==> src/rtl/core/nv3_pkg.sv <==
// nv3_pkg: widths and stage counts shared by the 3d vector normaliser
// no dependencies; imported by every module of the block

package nv3_pkg;

	localparam int IN_WIDTH  = 16;
	localparam int FRAC_BITS = 14;
	localparam int OUT_WIDTH = FRAC_BITS + 2;
	// one search stage per result bit, result reaches 2^FRAC_BITS
	localparam int NSTEP     = FRAC_BITS + 1;
	localparam int K_WIDTH   = FRAC_BITS + 1;
	localparam int SUM_WIDTH = 2 * IN_WIDTH;
	// holds (2k-1)^2 * sum and the scaled square with headroom, signed
	localparam int P_WIDTH   = 2 * IN_WIDTH + 2 * FRAC_BITS + 5;
	// front stages, search stages, output register
	localparam int NSTAGE    = NSTEP + 4;

endpackage

==> src/rtl/core/nv3_front.sv <==
// nv3_front: magnitudes, squares and the exact sum of squares (three stages)
// depends on nv3_pkg

module nv3_front (
	input  logic                                       clk,
	input  logic [2:0]                                 en,
	input  logic signed [nv3_pkg::IN_WIDTH-1:0]        x_in,
	input  logic signed [nv3_pkg::IN_WIDTH-1:0]        y_in,
	input  logic signed [nv3_pkg::IN_WIDTH-1:0]        z_in,
	output logic [nv3_pkg::SUM_WIDTH-1:0]              sum_s3,
	output logic [2:0][nv3_pkg::P_WIDTH-1:0]           rhs_s3,
	output logic [2:0]                                 neg_s3,
	output logic                                       zero_s3
);
	import nv3_pkg::*;

	logic [2:0][IN_WIDTH-1:0]  raw;
	logic [2:0][IN_WIDTH-1:0]  mag_s1;
	logic [2:0]                neg_s1;
	logic [2:0][SUM_WIDTH-1:0] sq_s2;
	logic [2:0]                neg_s2;
	logic [SUM_WIDTH-1:0]      sum;

	assign raw = {z_in, y_in, x_in};
	assign sum = sq_s2[0] + sq_s2[1] + sq_s2[2];

	always_ff @(posedge clk) begin
		for (int i = 0; i < 3; i++) begin
			if (en[0]) begin
				neg_s1[i] <= raw[i][IN_WIDTH-1];
				// most negative input maps to 2^(IN_WIDTH-1) as unsigned
				mag_s1[i] <= raw[i][IN_WIDTH-1] ? (~raw[i] + IN_WIDTH'(1)) : raw[i];
			end
			if (en[1]) begin
				neg_s2[i] <= neg_s1[i];
				sq_s2[i]  <= SUM_WIDTH'(mag_s1[i]) * SUM_WIDTH'(mag_s1[i]);
			end
			if (en[2]) begin
				neg_s3[i] <= neg_s2[i];
				rhs_s3[i] <= P_WIDTH'(sq_s2[i]) << (2 * FRAC_BITS + 2);
			end
		end
		if (en[2]) begin
			sum_s3  <= sum;
			zero_s3 <= (sum == '0);
		end
	end

endmodule

==> config.mk <==
export PLATFORM = sky130hd
export DESIGN_NAME = nv3_front
export DESIGN_NICKNAME = d
export VERILOG_FILES = /design/src/rtl/core/nv3_pkg.sv /design/src/rtl/core/nv3_front.sv
export SDC_FILE = /design/constraint.sdc
export NUM_CORES = 2
export LEC_CHECK = 0
export BUFFER_PORTS_ARGS = -buffer_cell sky130_fd_sc_hd__buf_2
export CORE_ASPECT_RATIO = 1.5
export CORE_MARGIN = 1
export CORE_UTILIZATION = 50
export DETAILED_ROUTE_END_ITERATION = 7
export GPL_ROUTABILITY_DRIVEN = 1
export PLACE_DENSITY = 0.79
export SETUP_SLACK_MARGIN = 0.05
export SLEW_MARGIN = 20
export SYNTH_ARGS = -nofsm -noshare
export SYNTH_HDL_FRONTEND = slang
export SYNTH_SLANG_ARGS = --single-unit
==> constraint.sdc <==
create_clock -name clk -period 6.4 [get_ports clk]
set_input_delay 0.32 -clock clk [delete_from_list [all_inputs] [get_ports clk]]
set_output_delay 0.32 -clock clk [all_outputs]
set_load 0.01 [all_outputs]
Word level (Yosys, flattened, before mapping)

Index checks and enable logic that the tools add are counted.

Register bits after elaboration: 282
Latch bits: 0
Memory bits (writable): 0
ROM bits: 0
Input port bits: 52
Output and inout port bits: 231
Word-level logic and storage cells: 32
Memories: 0

$add $sub $neg: 5
Multipliers: 3
Divide/modulo/power cells: 0
Magnitude comparators: 0
Equality and inequality tests: 0
Shift operators: 0
Multiplexer cells: 3
Bitwise logic cells: 3
Reduce and logical (&&, ||, !) cells: 1

Operators with widths:

| cell                                          | count |
|---|---|
| multiplier 16 x 16 -> 32 bit                  | 3 |
| adder 32 bit                                  | 2 |
| adder 16 x 1 -> 16 bit, second input constant | 3 |
| NOT 16 bit                                    | 3 |
| two-way mux 15 bit                            | 3 |
| logical NOT 32 bit                            | 1 |

Depth between registers and ports, before layout

Depth in word-level cells: 3
Mapped depth: 25
Gate-level depth less buffers: 24

Worst setup path after synthesis

No wires, ideal clock.

Path type: register to register
From: reg mag_s1[14] (netlist bit)
To: reg sq_s2[31] (netlist bit) (data pin)
Setup time: 265 ps
Data arrival time: 6106 ps
Required time: 6135 ps
Slack: 29 ps
Stages on the path, launching flop included: 23
Path buffers: 2
Period minus slack after synthesis: 6371 ps
Path through: edfxtp_1 > clkbuf_1 > clkbuf_1 > nand2_1 > fa_1 > fa_1 > inv_1 > fa_1 > fa_1 > fa_1 > inv_1 > fa_1 > inv_1 > ha_1 > a21o_1 > a21o_1 > a21o_1 > a41o_1 > or3_1 > o221ai_1 > o21ai_1 > a221oi_1 > xnor2_1

Longest elaborated chain between the ends: 1

RTL lines:

| what                              | line            | source |
|---|---|---|
| from (decl)                       | nv3_front.sv:18 | `logic [2:0][IN_WIDTH-1:0] mag_s1;` |
| from (signal, indexed assignment) | nv3_front.sv:32 | `mag_s1[i] <= raw[i][IN_WIDTH-1] ? (~raw[i] + IN_WIDTH'(1)) : raw[i];` |
| multiplier 16 x 16 -> 32 bit      | nv3_front.sv:36 | `sq_s2[i] <= SUM_WIDTH'(mag_s1[i]) * SUM_WIDTH'(mag_s1[i]);` |
| to (signal, indexed assignment)   | nv3_front.sv:36 |  |
| to (decl)                         | nv3_front.sv:20 | `logic [2:0][SUM_WIDTH-1:0] sq_s2;` |

Every way passes these cells.
A chain may end at the register's enable or synchronous reset.

Worst setup path after layout

From: reg mag_s1[11] (netlist bit)
To: reg sq_s2[31] (netlist bit) (data pin)

Same word-level chain as after synthesis.

==> impl_metrics.toml <==
[clock_tree]
ctsRootBufferMaster = "clkbuf_16"
cts_buffer_depth = 3
cts_tree = "yes"
path_clk_slew_ns = 0.07
clock_latency_ns = 0.63
h-tree-depth = 1
clock_sinks = 276
cts_buffers = 30

[sta]
tns_ns = 0
period_share_pct = 97.3
clock_skew_ns = 0.0321
fmax_mhz = 161
maxSlewViolCount = 0
finalHoldViolations = 0
setup_viol = 0
grt_setup_unrepaired = "true"
worst_pin_slew_ns = 0.948
slew_headroom_pct = 36.8
post-route-min-period_ns = 6.23
hold-worst-slack_ns = 0.0323

[yosys]
ys_top_cells_by_area = "fa_1 31%, edfxtp_1 24%, ha_1 12%"
ys_seq_elements = 276
async_flop_share_pct = 0
syn_avg_cell_area_um2 = 10.4
synth-edff-count = 276
synth_top_cell_area_share_pct = 30.8
netlist_area_um2 = 33800
synth_largest_area_cell = "fa_1"
synthSimpleGateAreaFrac_pct = 9.91
synth-compound-area-share_pct = 6.50
ys_warn_count = 0
yosys_most_used_dff = "edfxtp_1"
synth_seq_area_share_pct = 24.5
postSynthCellCount = 3253
synthXorXnorAreaFrac_pct = 4.30
synth_fa_ha_area_share_pct = 42.9
synth_top_family_by_area = "adder cells"
ys_types = 75
synthMuxAreaShare_pct = 0.288

[critical_path]
endpoint_kind = "register"
arrival_ns = 6.58
cp_common_cell = "fa_1"
cp_slowest_cell = "fa_1"
crit_chain = "and2_4, fa_1, inv_2, fa_2, inv_1, fa_2, fa_1, fa_1, inv_1, fa_1, inv_1, ha_2, a21o_1, a21o_1, a21o_1, a41o_1, or3_4, o221ai_4, buf_6, o21ai_4, a221oi_2, xnor2_1"
critPathRequiredTime_ns = 6.76
r2r_setup_slack_ns = 0.17
max_stage_delay_ns = 0.58
start_kind = "register"
r2r_start = "mag_s1[11]"
worstRegToRegCells = 22
crit_type = "register to register"
cp_max_fo = 7
r2r_end = "sq_s2[31]"

[global_route]
grt_use_met2_pct = 43.9
antenna_found_initial = 1
met1_usage_pct = 25.9
grt-ovfl-total = 0
grtUsageMet3_pct = 1.93
grt_pass1_vias = 24700
grt_start_max_net_pins = 72
grt_util_all_layers_pct = 23.7
grt_busiest_layer = "met2"
grt_pass1_wl_um = 126000

[place]
portBuffers = 180
routabilityCongestion = 0.950
dpl.hpwl_um = 66300
dp_cells = 4397
placed_cell_area_um2 = 36300

[routing]
drc = 0
vias_per_cell = 5.19
drt_iter0_drc = 1316
drtPass1Iterations = 7
num_vias = 23400
ant_nets = 0
post_drt_wl_per_cell_um = 17.8
wirelength_um = 80400

[cells_and_area]
layout_commonest_cell = "inv_1"
fin_cells = 4503
diodes = 0
finalInstanceArea_um2 = 38400
area_delta_synth_final_pct = 13.4
final_cell_mix = "748 x inv_1, 510 x fa_1, 316 x ha_1"
drive_gt1_share_pct = 15.8
fin_nets = 4495

[die]
start_util_pct = 50.7
fp-row-count = 116
dieArea_um2 = 68700
boundaryPins = 283
die_w_um = 214
chipHeight_um = 321
core_area_um2 = 66800

[status]
status = "finished clean"

[hold_path]
hold_depth = 2
min-delay-start = "x_in[3]"
hold_path.class = "input port to register"
min_to = "mag_s1[3]"

[job]
max-cap-violations = 0
-- cells by family (layout without fill, tap and decap cells) --
logic type | count (synthesis) | after routing
buffers and inverters | 938 | 1199
AO/OA/AOI/OAI | 329 | 329
XOR/XNOR | 166 | 166
flip-flops | 276 | 276
adder cells (fa/ha/maj) | 849 | 849
AND/OR/NAND/NOR | 685 | 685
multiplexers | 9 | 9
other | 1 | 105
-- registers in the layout, indices dropped and copies added (netlist names) --
signal,count
neg_s2,3
mag_s1,48
neg_s1,3
zero_s3,1
sq_s2,93
sum_s3,32
rhs_s3,93
neg_s3,3
-- Yosys cell counts, types with 53 or more instances --
cell type and n:
ha_1 329, and2_1 116, inv_1 764, o21ai_0 53, edfxtp_1 276, xnor2_1 129
nor2_1 102, clkbuf_1 68, fa_1 520, buf_4 103, nand2_1 283, a21oi_1 97
-- timing repair --
item                                   CTS  global route
buffers inserted                         5            37
setup endpoints to repair               16            25
gates resized for setup                 12           122
pin swaps                                1            75
endpoints found under the hold margin    9             0
hold buffers                             8             0
-- through the flow --
stage | setup slack, ns | util (%)
detailed placement | -0.116 | 54.4
global route | -0.0631 | 57.5
finish | 0.174 | 57.5
global placement | -0.0523 | 54.4
floorplan | 0.101 | -
CTS | 0.0529 | 56.3
-- how the worst max path moves through the flow --
stage / from / end / slack [ns] / cells after the start
floorplan: mag_s1[14] / sq_s2[31] / 0.10 / 22
global placement: mag_s1[41] / sq_s2[95] / -0.05 / 24
detailed placement: mag_s1[21] / sq_s2[62] / -0.12 / 23
CTS: mag_s1[10] / sq_s2[30] / 0.05 / 22
global route: mag_s1[11] / sq_s2[31] / -0.06 / 22
finish: mag_s1[11] / sq_s2[31] / 0.17 / 22
-- layer usage --
layer | up-vias | wire [um] | share of wire, %
li1 | 10700 | - | -
met1 | 11700 | 28100 | 35
met2 | 744 | 42600 | 53
met3 | 199 | 3640 | 4.5
met4 | 0 | 5990 | 7.5
met5 | - | 0 | 0
-- worst max-delay path: cells and delay by family (launching register included) --
| kind | cells | cell delay, ns |
|---|---|---|
| DFF | 1 | 0.54 |
| and+or+nand+nor | 2 | 0.59 |
| AOI/OAI and AO/OA | 7 | 1.23 |
| buffers and inverters | 5 | 0.33 |
| adders and majority gates | 7 | 3.20 |
| xor gates and xnor gates | 1 | 0.09 |
-- layout make-up --
| class | count | area [um2] |
|---|---|---|
| fillers | 5516 | 28400 |
| clock buffers | 32 | 779 |
| repair buffers | 379 | 2490 |
| inverters | 764 | 2870 |
| multi-input cells | 2143 | 22500 |
| clock inverters | 24 | 280 |
| flip-flops and latches | 276 | 8290 |
| well taps | 885 | 1110 |
Power is left out: the tool's default activity adds up to more than one toggle a clock period on the data nets, which glitch-free logic cannot reach.
